===== src/sv/scsiq_pkg.sv =====
// ----------------------------------------------------------------------------
// scsiq_pkg
// shared widths, codes and item type for the sparse column store
// ----------------------------------------------------------------------------
package scsiq_pkg;

	localparam int MAX_COLUMNS = 256;
	localparam int MAX_ENTRIES = 4096;
	localparam int MAX_ROWS    = 1024;

	localparam int OP_W   = 2;
	localparam int ROW_W  = 10;
	localparam int COL_W  = 8;
	localparam int POS_W  = 12;
	localparam int ST_W   = 3;
	localparam int CNT_W  = 13;
	localparam int BND_W  = 11;
	localparam int CFG_W  = 9;
	localparam int CS_AW  = $clog2(MAX_COLUMNS + 1);
	localparam int RS_AW  = $clog2(MAX_ENTRIES);

	localparam logic [OP_W-1:0] OP_INSERT = 2'd0;
	localparam logic [OP_W-1:0] OP_COUNT  = 2'd1;
	localparam logic [OP_W-1:0] OP_READ   = 2'd2;
	localparam logic [OP_W-1:0] OP_NONE   = 2'd3;

	localparam logic [ST_W-1:0] ST_OK   = 3'd0;
	localparam logic [ST_W-1:0] ST_DUP  = 3'd1;
	localparam logic [ST_W-1:0] ST_COL  = 3'd2;
	localparam logic [ST_W-1:0] ST_FULL = 3'd3;
	localparam logic [ST_W-1:0] ST_POS  = 3'd4;

	typedef struct packed {
		logic [OP_W-1:0]  op;
		logic [ROW_W-1:0] row;
		logic [COL_W-1:0] col;
		logic [POS_W-1:0] pos;
		logic             nop;
		logic             col_bad;
	} item_t;

endpackage


===== src/sv/scsiq_front.sv =====
// ----------------------------------------------------------------------------
// scsiq_front
// accepts input beats, classifies them and queues them for the back end
// ----------------------------------------------------------------------------
module scsiq_front (
	input  logic                              clk,
	input  logic                              arst_n,
	input  logic                              in_valid,
	output logic                              in_stall,
	input  logic [scsiq_pkg::OP_W-1:0]        opcode,
	input  logic [scsiq_pkg::ROW_W-1:0]       row_index,
	input  logic [scsiq_pkg::COL_W-1:0]       column_index,
	input  logic [scsiq_pkg::POS_W-1:0]       position,
	input  logic [scsiq_pkg::CFG_W-1:0]       cols_cfg,
	input  logic                              clearing,
	output logic                              q_valid,
	output scsiq_pkg::item_t                  q_item,
	input  logic                              q_pop
);

	scsiq_pkg::item_t       ent_q [2];
	logic                   wp_q, rp_q;
	logic [1:0]             cnt_q;
	logic [scsiq_pkg::CFG_W-1:0] active;
	scsiq_pkg::item_t       cls;
	logic                   push;

	always_comb begin
		active = (cols_cfg > scsiq_pkg::CFG_W'(scsiq_pkg::MAX_COLUMNS)) ?
			scsiq_pkg::CFG_W'(scsiq_pkg::MAX_COLUMNS) : cols_cfg;
		cls.op      = opcode;
		cls.row     = row_index;
		cls.col     = column_index;
		cls.pos     = position;
		cls.nop     = (opcode != scsiq_pkg::OP_INSERT) && (opcode != scsiq_pkg::OP_COUNT) &&
			(opcode != scsiq_pkg::OP_READ);
		cls.col_bad = ({1'b0, column_index} >= active) && !cls.nop;
	end

	assign in_stall = (cnt_q == 2'd2) || clearing;
	assign push     = in_valid && !in_stall;
	assign q_valid  = cnt_q != 2'd0;
	assign q_item   = ent_q[rp_q];

	always_ff @(posedge clk) begin
		if (push) begin
			ent_q[wp_q] <= cls;
		end
	end

	always_ff @(posedge clk or negedge arst_n) begin
		if (!arst_n) begin
			wp_q  <= 1'b0;
			rp_q  <= 1'b0;
			cnt_q <= 2'd0;
		end else begin
			if (push) begin
				wp_q <= ~wp_q;
			end
			if (q_pop) begin
				rp_q <= ~rp_q;
			end
			cnt_q <= cnt_q + 2'(push) - 2'(q_pop);
		end
	end

endmodule


===== config.mk =====
export PLATFORM = sky130hd
export DESIGN_NAME = scsiq_front
export DESIGN_NICKNAME = d
export VERILOG_FILES = /design/src/sv/scsiq_pkg.sv /design/src/sv/scsiq_front.sv
export SDC_FILE = /design/constraint.sdc
export NUM_CORES = 1
export LEC_CHECK = 0
export BUFFER_PORTS_ARGS = -buffer_cell sky130_fd_sc_hd__buf_2
export CAP_MARGIN = 20
export CORE_MARGIN = 2
export CORE_UTILIZATION = 47
export CTS_BUF_LIST = sky130_fd_sc_hd__clkbuf_16
export CTS_CLUSTER_SIZE = 10
export DETAILED_ROUTE_END_ITERATION = 10
export PLACE_DENSITY = 0.76
export SLEW_MARGIN = 15
export SYNTH_ARGS = -nofsm -noshare
export SYNTH_HDL_FRONTEND = slang
export SYNTH_SLANG_ARGS = --single-unit

===== constraint.sdc =====
create_clock -name clk -period 2.4 [get_ports clk]
set_input_delay 0.12 -clock clk [delete_from_list [all_inputs] [get_ports clk]]
set_output_delay 0.12 -clock clk [all_outputs]
set_load 0.02 [all_outputs]

==> metrics.md, run 1 <==
| Metric | Value |
|---|---|
| Yosys warns | `0` |
| Net Switching | `1.22 mW` |
| Pre-antenna DRT Iters | `4` |
| Outcome | `complete, no violations` |
| Category of the most critical setup path | `reg -> out` |
| Synthesis-to-finish area growth | `33.9%` |
| Quantity of I/O buffers inserted on ports | `81` |
| Proportion of power drawn by the clock network | `26.8%` |
| Gate power share | `32.0%` |
| Final-layout fill cell count | `460` |
| Number of antenna violations at the first check in global routing | `0` |
| Synth Area per Inst | `19.9 um2` |
| TritonCTS clock tree | `built` |
| Initial standard-cell utilization of the core | `48.3%` |
| Remaining global-route overflow | `0` |
| Total routing usage reported by global routing | `15.0%` |
| Dominant cells by area after synthesis | `edfxtp_1 67%, mux2_4 14%, ha_1 4.1%, dfrtp_1 3.3%, buf_12 2.0%` |
| Arr. time, crit path | `1760 ps` |
| Peak clock frequency supported by timing | `531 MHz` |
| Overall die height | `84.3 um` |
| Worst r2r dst | `cnt_q[1]$_DFF_PN0_` |
| Final Worst Setup Slack | `about 520 ps` |
| Endpoints failing setup | `0` |
| Clock latency reported for the late side of the worst-skew pair | `320 ps` |
| Area of the mapped netlist | `slightly above 3000 um2` |
| Fin. max-slew vios | `0` |
| Root cell of the clock tree | `clkbuf_16` |
| Post-Route Utilization | `approximately 65%` |
| WL per Instance | `14.3 um` |
| Placement row count | `29` |
| Worst reg2reg path startpoint | `cnt_q[0]$_DFF_PN0_` |
| Net count after synthesis | `about 210` |
| Unrepaired setup endpoints after global routing | `no` |
| Number of violations of the max-capacitance limit | `0` |
| I/O pins | `82` |
| Worst hold endpoint | `rp_q$_DFFE_PN0P_` |
| Gpl congestion | `~0.73` |
| Mean number of vias per cell | `4.74` |
| Area enclosed by the die boundary | `roughly 7100 um2` |
| Clock sink count | `72` |
| Horiz. Die Dim | `84.3 um` |
| Pin count of the biggest net entering global routing | `22` |
| Count of cell types in the netlist | `23` |
| Largest driver fanout on the critical path | `21` |
| HPWL reported at the end of detailed placement | `~3400 um` |
| Maximum clock insertion buffer count | `2` |
| Number of buffers added by the clock tree synthesis step | `9` |
| Worst Hold Launch | `q_pop` |
| Switching share of power | `between 20% and 30%` |
| Cell area power density | `1020 nW/um2` |
| Commonest non-fill, non-tap cell in the layout | `buf_2` |
| Cell leakage power | `1.70 nW` |
| Worst EP required | `roughly 2300 ps` |
| Number of design rule violations left after detail routing | `0` |
| Post-route minimum period | `1880 ps` |
| Cells after Synth | `approximately 150` |
| Number of nets with antenna violations after routing | `0` |
| Worst-case register-to-register setup slack | `between 600 and 700 ps` |
| Core outline area | `6280 um2` |
| TNS Setup | `0 ps` |
| VDD IR max | `0.517 mV` |
| DRC violation total after the first TritonRoute iteration | `78` |
| Hold-fix buffers at CTS | `28` |
| Highest-count cells in the layout ignoring fill and taps | `81 x buf_2, 68 x edfxtp_1, 29 x mux2_4` |
| Cell Int Power | `2.91 mW` |
| Net count reported at finish | `328` |
| Ratio of final minimum period to clock period | `between 70% and 80%` |
| Worst hold path depth | `2` |
| Count of state elements after synthesis | `72` |
| CP startpoint kind | `register` |
| FF-to-FF path depth | `8` |
| Capturing element type of the critical path | `output port` |
| Via count | `1,679` |
| Slew at the pin closest to its max-slew limit | `~480 ps` |
| Antenna diode count | `0` |
| Fraction of synthesized cell area taken by the top area cell type | `67.4%` |
| Register area share after synthesis | `70.7%` |
| Layout cell share with drive strength beyond 1 | `approximately 48%` |
| Post-cts gate resize count | `0` |
| Layout Skew | `2.20 ps` |
| Pre-CTS WS | `653 ps` |
| Class of the worst hold path | `in -> reg` |
| Yosys top cell by area | `edfxtp_1` |
| Wire length of the first global-routing pass | `7860 um` |
| Fraction of power consumed by sequential logic | `41.2%` |
| Detailed Route WL | `5050 um` |
| Max-slew headroom | `68.3%` |
| Clock-pin slew of the registers on the worst-case setup and hold paths | `50 ps` |
| Number of global-route vias before repair | `1,736` |
| H-Tree Level Count | `3` |
| Number of hold-slack violations in the final timing report | `0` |
| Setup Buffers After CTS | `0` |
[registers in the layout, summed over array words and instances (netlist names)]
name and cells:
cnt_q 2, rp_q 1, ent_q 68, wp_q 1
[worst max-delay path: stages, from the launching register on]
cell	delay, ps
dfrtp_2	670
buf_12	260
mux2_2	350
buf_2	160
[layout make-up]
type,instances,area [um2],area share (%)
multi-input combinational,72,812,20.0
clock buffer,9,225,5.55
inverter,4,15.0,0.370
sequential,72,2140,52.8
timing repair buffer,113,741,18.2
tap,77,96.3,2.37
clock inverter,7,26.3,0.647
[stage by stage]
step	hold WS [ps]	cells	instance area, um2	power (mW)
6_report	10.1	354	4060	4.13
3_5_place_dp	-69.0	310	3530	3.03
3_3_place_gp	-70.4	310	3530	3.01
2_1_floorplan	-176	152	3030	2.74
5_1_grt	4.72	354	4060	4.32
4_1_cts	1.15	354	4060	4.18
[power groups by stage]
stage	clock network [mW]	logic (mW)	registers [mW]
floorplan	0	1.10	1.65
CTS	1.13	1.34	1.70
global route	1.18	1.41	1.72
finish	1.11	1.32	1.70
detailed placement	0	1.31	1.73
global placement	0	1.29	1.72
[metal layers]
layer  routed length (um)  GRT usage, %
met1                 1940          16.1
met2                 2700          25.8
met3                  230          3.83
met4                  177          10.6
met5                    0             0
[cell usage after synthesis, drive strengths merged]
master and count:
nand2b 7, xor2 1, nor2 1, nand2 2, ha 10, nor2b 2
o21ai 1, inv 4, a21o 2, a221oi 1, nand4 1, and3 2
dfrtp 4, a21oi 2, or2 1, buf 4, a211oi 1, and2 1
edfxtp 68, mux2 34, xnor2 3
[cells by family after synthesis]
| kind of cell | share of synthesized area (%) |
|---|---|
| muxes | 16.2 |
| adders and majority gates | 4.13 |
| buffers and inverters | 2.85 |
| xor gates and xnor gates | 1.16 |
| AOI/OAI and AO/OA | 1.73 |
| and+or+nand+nor | 3.26 |
| DFF | 70.7 |
[how the worst max path moves through the flow]
| stage | startpoint | to | slack (ps) | depth (start not counted) |
|---|---|---|---|---|
| detailed placement | cnt_q[0]$_DFF_PN0_ | cnt_q[1]$_DFF_PN0_ | 650 | 8 |
| floorplan | cnt_q[0]$_DFF_PN0_ | ent_q[0][0]$_DFFE_PP_ | 400 | 4 |
| global route | rp_q$_DFFE_PN0P_ | q_item[0] | 430 | 3 |
| finish | rp_q$_DFFE_PN0P_ | q_item[0] | 520 | 3 |
| CTS | rp_q$_DFFE_PN0P_ | q_item[0] | 480 | 3 |
| global placement | cnt_q[0]$_DFF_PN0_ | ent_q[1][25]$_DFFE_PP_ | 780 | 4 |
(Power assumes the default switching activity.)
==> inputs of run 2 (changes only) <==
clock period = 1.69 ns   (was 2.4 ns; I/O delays follow)
==> run 2 against run 1 <==
  * Hold slack gained 98 ps
  * Utilization up 2.9 points
  * Sequential power increased by 38%
  * Die area is the same
  * Sequential cell count did not move
  * Design area grew 4.4%
  * Combinational power increased by 55%
==> metrics.md, run 2 (synthesized netlist as in run 1, its figures left out) <==
| Metric | Value |
|---|---|
| Max-slew headroom | `81.7%` |
| Final-layout fill cell count | `429` |
| Total routing usage reported by global routing | `15.9%` |
| HPWL reported at the end of detailed placement | `roughly 3500 um` |
| Clock sink count | `a little over 70` |
| Placement row count | `29` |
| Outcome | `complete, no violations` |
| VDD IR max | `roughly 0.75 mV` |
| Ratio of final minimum period to clock period | `94.7%` |
| Peak clock frequency supported by timing | `about 620 MHz` |
| Synthesis-to-finish area growth | `39.8%` |
| Capturing element type of the critical path | `register` |
| Sum of internal, switching and leakage power | `6.46 mW` |
| Sum of routed wire segments on met1 | `2060 um` |
| Number of buffers added by the clock tree synthesis step | `9` |
| Pin count of the biggest net entering global routing | `35` |
| Horiz. Die Dim | `84.3 um` |
| Cell area power density | `around 1500 nW/um2` |
| Commonest non-fill, non-tap cell in the layout | `buf_2` |
| Via count | `roughly 1,800` |
| Arr. time, crit path | `1720 ps` |
| Number of nets with antenna violations after routing | `0` |
| Class of the worst hold path | `in -> async` |
| Pre-antenna DRT Iters | `4` |
| Cell leakage power | `~1.8 nW` |
| Worst hold slack after final layout | `about 110 ps` |
| Number of hold-slack violations in the final timing report | `0` |
| Area enclosed by the die boundary | `just over 7000 um2` |
| DRC violation total after the first TritonRoute iteration | `between 60 and 70` |
| TritonCTS clock tree | `built` |
| Number of global-route vias before repair | `1,824` |
| Highest-count cells in the layout ignoring fill and taps | `81 x buf_2, 68 x edfxtp_1, 34 x dlygate4sd3_1` |
| Fin. max-slew vios | `0` |
| Met3 wire length | `about 260 um` |
| Final Worst Setup Slack | `89.4 ps` |
| Layout Skew | `7.72 ps` |
| Slew at the pin closest to its max-slew limit | `273 ps` |
| Final non-filler cell area | `roughly 4200 um2` |
| Unrepaired setup endpoints after global routing | `yes` |
| Layout cell share with drive strength beyond 1 | `49.6%` |
| Number of placed instances with taps included | `311` |
| Core outline area | `6280 um2` |
| Quantity of I/O buffers inserted on ports | `between 80 and 90` |
| Highest routed metal layer | `met4` |
| Number of violations of the max-capacitance limit | `0` |
| Number of design rule violations left after detail routing | `0` |
| Largest register by flop count | `ent_q` |
| Largest register FFs | `68` |
| H-Tree Level Count | `3` |
| Pre-CTS WS | `34.9 ps` |
| Post-detailed-placement cell area | `3550 um2` |
| Antenna diode count | `0` |
| Met2 routed WL | `just under 3000 um` |
| Initial standard-cell utilization of the core | `between 40% and 50%` |
| Post-Route Utilization | `about two thirds` |
| Overall die height | `84.3 um` |
| Detailed Route WL | `5310 um` |
| CP startpoint kind | `input port` |
| Root cell of the clock tree | `clkbuf_16` |
| TNS Setup | `0 ps` |
| Net count reported at finish | `between 300 and 400` |
| Largest driver fanout on the critical path | `3` |
| Category of the most critical setup path | `in -> reg` |
| Clock-pin slew of the registers on the worst-case setup and hold paths | `50 ps` |
| Post-route minimum period | `between 1500 and 2000 ps` |
| Clock latency reported for the late side of the worst-skew pair | `320 ps` |
| Registers with the most flip-flops | `ent_q: 68 flops, cnt_q: 2 flops` |
| I/O pins | `82` |
| Gpl congestion | `0.725` |
| Wire length of the first global-routing pass | `roughly 8400 um` |
| Worst EP required | `1810 ps` |
| Mean number of vias per cell | `4.85` |
| WL per Instance | `around 15 um` |
| Number of antenna violations at the first check in global routing | `0` |
| Endpoints failing setup | `0` |
| Maximum clock insertion buffer count | `2` |
| Remaining global-route overflow | `0` |
| Final instance count without filler cells | `361` |
==> run 2: worst paths after layout <==
path | start | to | slack, ps | cells after the start
max | column_index[0] | ent_q[0][0]$_DFFE_PP_ | 90 | 8
min | arst_n | cnt_q[1]$_DFF_PN0_ | 110 | 2
max reg2reg | cnt_q[1]$_DFF_PN0_ | cnt_q[1]$_DFF_PN0_ | 110 | 7
min reg2reg | cnt_q[1]$_DFF_PN0_ | cnt_q[1]$_DFF_PN0_ | 520 | 1
max in group asynchronous | arst_n | rp_q$_DFFE_PN0P_ | 1440 | 2
min in group clk | cols_cfg[8] | ent_q[1][0]$_DFFE_PP_ | 160 | 2
==> run 2: cell type report <==
cell class	count	area, um2	area share, %
multi-input combinational	72	823	19.4
sequential	72	2140	50.6
timing repair buffer	120	825	19.5
clock buffer	9	225	5.31
inverter	4	15.0	0.354
tap	77	96.3	2.27
clock inverter	7	110	2.60
==> run 2: power by group <==
| group | total, mW | leakage [nW] | internal (mW) | switching [mW] |
|---|---|---|---|---|
| Sequential | 2.34 | 0.667 | 2.24 | 0.101 |
| Clock | 2.07 | 0.161 | 1.43 | 0.647 |
| Combinational | 2.05 | 0.929 | 0.992 | 1.05 |
==> run 2: worst max-delay path: stages <==
cell,delay (ps)
dlygate4sd3_1,520
buf_2,130
inv_1,50
ha_1,270
nor2b_1,40
o21ai_1,200
nand4_1,140
a211oi_1,290
==> run 2: per-layer routing <==
metal  vias to the layer above  track usage (%)
met5                         -                0
met4                         0             9.24
met2                        56             28.1
met1                       854             17.3
li1                        833                -
met3                         8             3.64
==> run 2: what timing repair did <==
| item | in CTS | in global routing |
|---|---|---|
| hold endpoints to repair | 69 | 0 |
| hold buffers | 34 | 0 |
| endpoints found under the setup margin | 0 | 5 |
| gates resized for setup | 0 | 3 |
| buffers inserted | 0 | 0 |
==> inputs of run 3 (changes only) <==
CORE_ASPECT_RATIO = 1.4   (was unset)
==> run 3 against run 2 <==
  * Sequential power is essentially flat
  * Combinational power hardly changed
  * Total power grew 0.15%
  * Via count is the same
  * Sequential cell count unchanged
  * Maximum frequency is 0.27% lower
  * First-iteration DRC count fell by 3.2%
  * Worst setup slack worse by 4.3 ps
  * Non-clock buffer count rose by 1
  * Hold slack gained 15 ps
  * Routed wire length rose by 1.4%
  * Utilization up 0.72 points
==> metrics.md, run 3 (synthesized netlist as in run 1, its figures left out) <==
| Metric | Value |
|---|---|
| Final instance count without filler cells | `~360` |
| Clock-pin slew of the registers on the worst-case setup and hold paths | `around 50 ps` |
| Final non-filler cell area | `4240 um2` |
| Outcome | `complete, no violations` |
| Met3 wire length | `approximately 250 um` |
| Number of hold-slack violations in the final timing report | `0` |
| Post-route minimum period | `1600 ps` |
| I/O pins | `82` |
| Category of the most critical setup path | `reg -> out` |
| Largest driver fanout on the critical path | `18` |
| Initial standard-cell utilization of the core | `48.8%` |
| Capturing element type of the critical path | `output port` |
| Pre-antenna DRT Iters | `4` |
| Maximum clock insertion buffer count | `2` |
| DRC violation total after the first TritonRoute iteration | `60` |
| Cell leakage power | `1.75 nW` |
| Number of design rule violations left after detail routing | `0` |
| Highest routed metal layer | `met4` |
| Highest-count cells in the layout ignoring fill and taps | `81 x buf_2, 68 x edfxtp_1, 34 x dlygate4sd3_1` |
| HPWL reported at the end of detailed placement | `3480 um` |
| Number of nets with antenna violations after routing | `0` |
| Switching share of power | `roughly 28%` |
| Gpl congestion | `0.711` |
| Horiz. Die Dim | `71.9 um` |
| Final Worst Setup Slack | `roughly 85 ps` |
| Peak clock frequency supported by timing | `just over 600 MHz` |
| Via count | `1,751` |
| Worst r2r dst | `cnt_q[1]$_DFF_PN0_` |
| Post-detailed-placement cell area | `3530 um2` |
| Arr. time, crit path | `1520 ps` |
| Gate power share | `31.2%` |
| Detailed Route WL | `5390 um` |
| Net Switching | `1.83 mW` |
| Net count reported at finish | `between 300 and 400` |
| Largest register FFs | `68` |
| Registers with the most flip-flops | `ent_q: 68 flops, cnt_q: 2 flops` |
| VDD IR max | `0.908 mV` |
| Number of placed instances with taps included | `306` |
| Worst-case register-to-register setup slack | `140 ps` |
| Number of buffers added by the clock tree synthesis step | `9` |
| CP startpoint kind | `register` |
| Slew at the pin closest to its max-slew limit | `329 ps` |
| Worst reg2reg path startpoint | `cnt_q[0]$_DFF_PN0_` |
| Number of antenna violations at the first check in global routing | `0` |
| Number of global-route vias before repair | `1,867` |
| Quantity of I/O buffers inserted on ports | `81` |
| TritonCTS clock tree | `built` |
| Final-layout fill cell count | `between 400 and 500` |
| Ratio of final minimum period to clock period | `95.0%` |
| Mean number of vias per cell | `4.90` |
| Wire length of the first global-routing pass | `8670 um` |
| Proportion of power drawn by the clock network | `32.9%` |
| H-Tree Level Count | `3` |
| Cell Int Power | `4.64 mW` |
| Worst EP required | `1610 ps` |
| Root cell of the clock tree | `clkbuf_16` |
| Total routing usage reported by global routing | `~16%` |
| Pin count of the biggest net entering global routing | `35` |
| Core outline area | `6210 um2` |
| Worst hold slack after final layout | `about 120 ps` |
| Layout cell share with drive strength beyond 1 | `51.2%` |
| Fraction of power consumed by sequential logic | `35.9%` |
| Largest register by flop count | `ent_q` |
| Class of the worst hold path | `in -> async` |
| Post-Route Utilization | `68.2%` |
| Unrepaired setup endpoints after global routing | `no` |
| Synthesis-to-finish area growth | `39.8%` |
| Cell area power density | `1530 nW/um2` |
| Met2 routed WL | `2970 um` |
| Overall die height | `99.0 um` |
| Antenna diode count | `0` |
| Max-slew headroom | `around four fifths` |
| Number of violations of the max-capacitance limit | `0` |
| Area enclosed by the die boundary | `7120 um2` |
| Commonest non-fill, non-tap cell in the layout | `buf_2` |
| Endpoints failing setup | `0` |
| FF-to-FF path depth | `8` |
| Layout Skew | `5.22 ps` |
| Remaining global-route overflow | `0` |
| Clock sink count | `between 70 and 80` |
| Sum of routed wire segments on met1 | `2100 um` |
| Clock latency reported for the late side of the worst-skew pair | `~320 ps` |
| Pre-CTS WS | `about 24 ps` |
| Placement row count | `34` |
| WL per Instance | `around 15 um` |
| Sum of internal, switching and leakage power | `6.47 mW` |
| TNS Setup | `0 ps` |
| Fin. max-slew vios | `0` |
[run 3: cell type report]
| class | count | area [um2] | area share, % |
|---|---|---|---|
| multi-input combinational | 72 | 830 | 19.6 |
| tap | 72 | 90.1 | 2.13 |
| clock inverter | 7 | 119 | 2.80 |
| sequential | 72 | 2140 | 50.6 |
| clock buffer | 9 | 225 | 5.31 |
| inverter | 4 | 15.0 | 0.354 |
| timing repair buffer | 121 | 816 | 19.3 |
[run 3: metal layers]
layer	up-vias	GRT usage, %
li1	838	-
met1	858	17.3
met2	48	29.4
met3	7	5.32
met4	0	6.53
met5	-	0
[run 3: how the worst max path moves through the flow]
stage / from / to / slack, ps / depth (start not counted)
detailed placement: cnt_q[0]$_DFF_PN0_ / cnt_q[1]$_DFF_PN0_ / 20 / 8
floorplan: cnt_q[0]$_DFF_PN0_ / ent_q[0][0]$_DFFE_PP_ / 40 / 4
global placement: cnt_q[0]$_DFF_PN0_ / cnt_q[1]$_DFF_PN0_ / 170 / 8
global route: cnt_q[0]$_DFF_PN0_ / cnt_q[1]$_DFF_PN0_ / 20 / 8
finish: rp_q$_DFFE_PN0P_ / q_item[0] / 90 / 3
CTS: rp_q$_DFFE_PN0P_ / q_item[0] / 50 / 3
[run 3: power by group through the flow]
| stage | logic (mW) | clock network [mW] | registers (mW) |
|---|---|---|---|
| 6_report | 2.02 | 2.13 | 2.32 |
| 3_5_place_dp | 1.95 | 0 | 2.36 |
| 3_3_place_gp | 1.92 | 0 | 2.34 |
| 4_1_cts | 2.02 | 2.17 | 2.33 |
| 2_1_floorplan | 1.56 | 0 | 2.34 |
| 5_1_grt | 2.16 | 2.25 | 2.34 |
[run 3: worst max-delay path, stage by stage (launching register included)]
cell and delay [ps]:
dfrtp_2 350, buf_4 300, mux2_2 390, buf_2 160
[run 3: timing repair]
| action | in CTS | in global routing |
|---|---|---|
| setup endpoints to repair | 0 | 3 |
| buffers inserted | 0 | 1 |
| hold buffers | 34 | 0 |
| gates resized for setup | 0 | 4 |
| hold endpoints to repair | 69 | 0 |
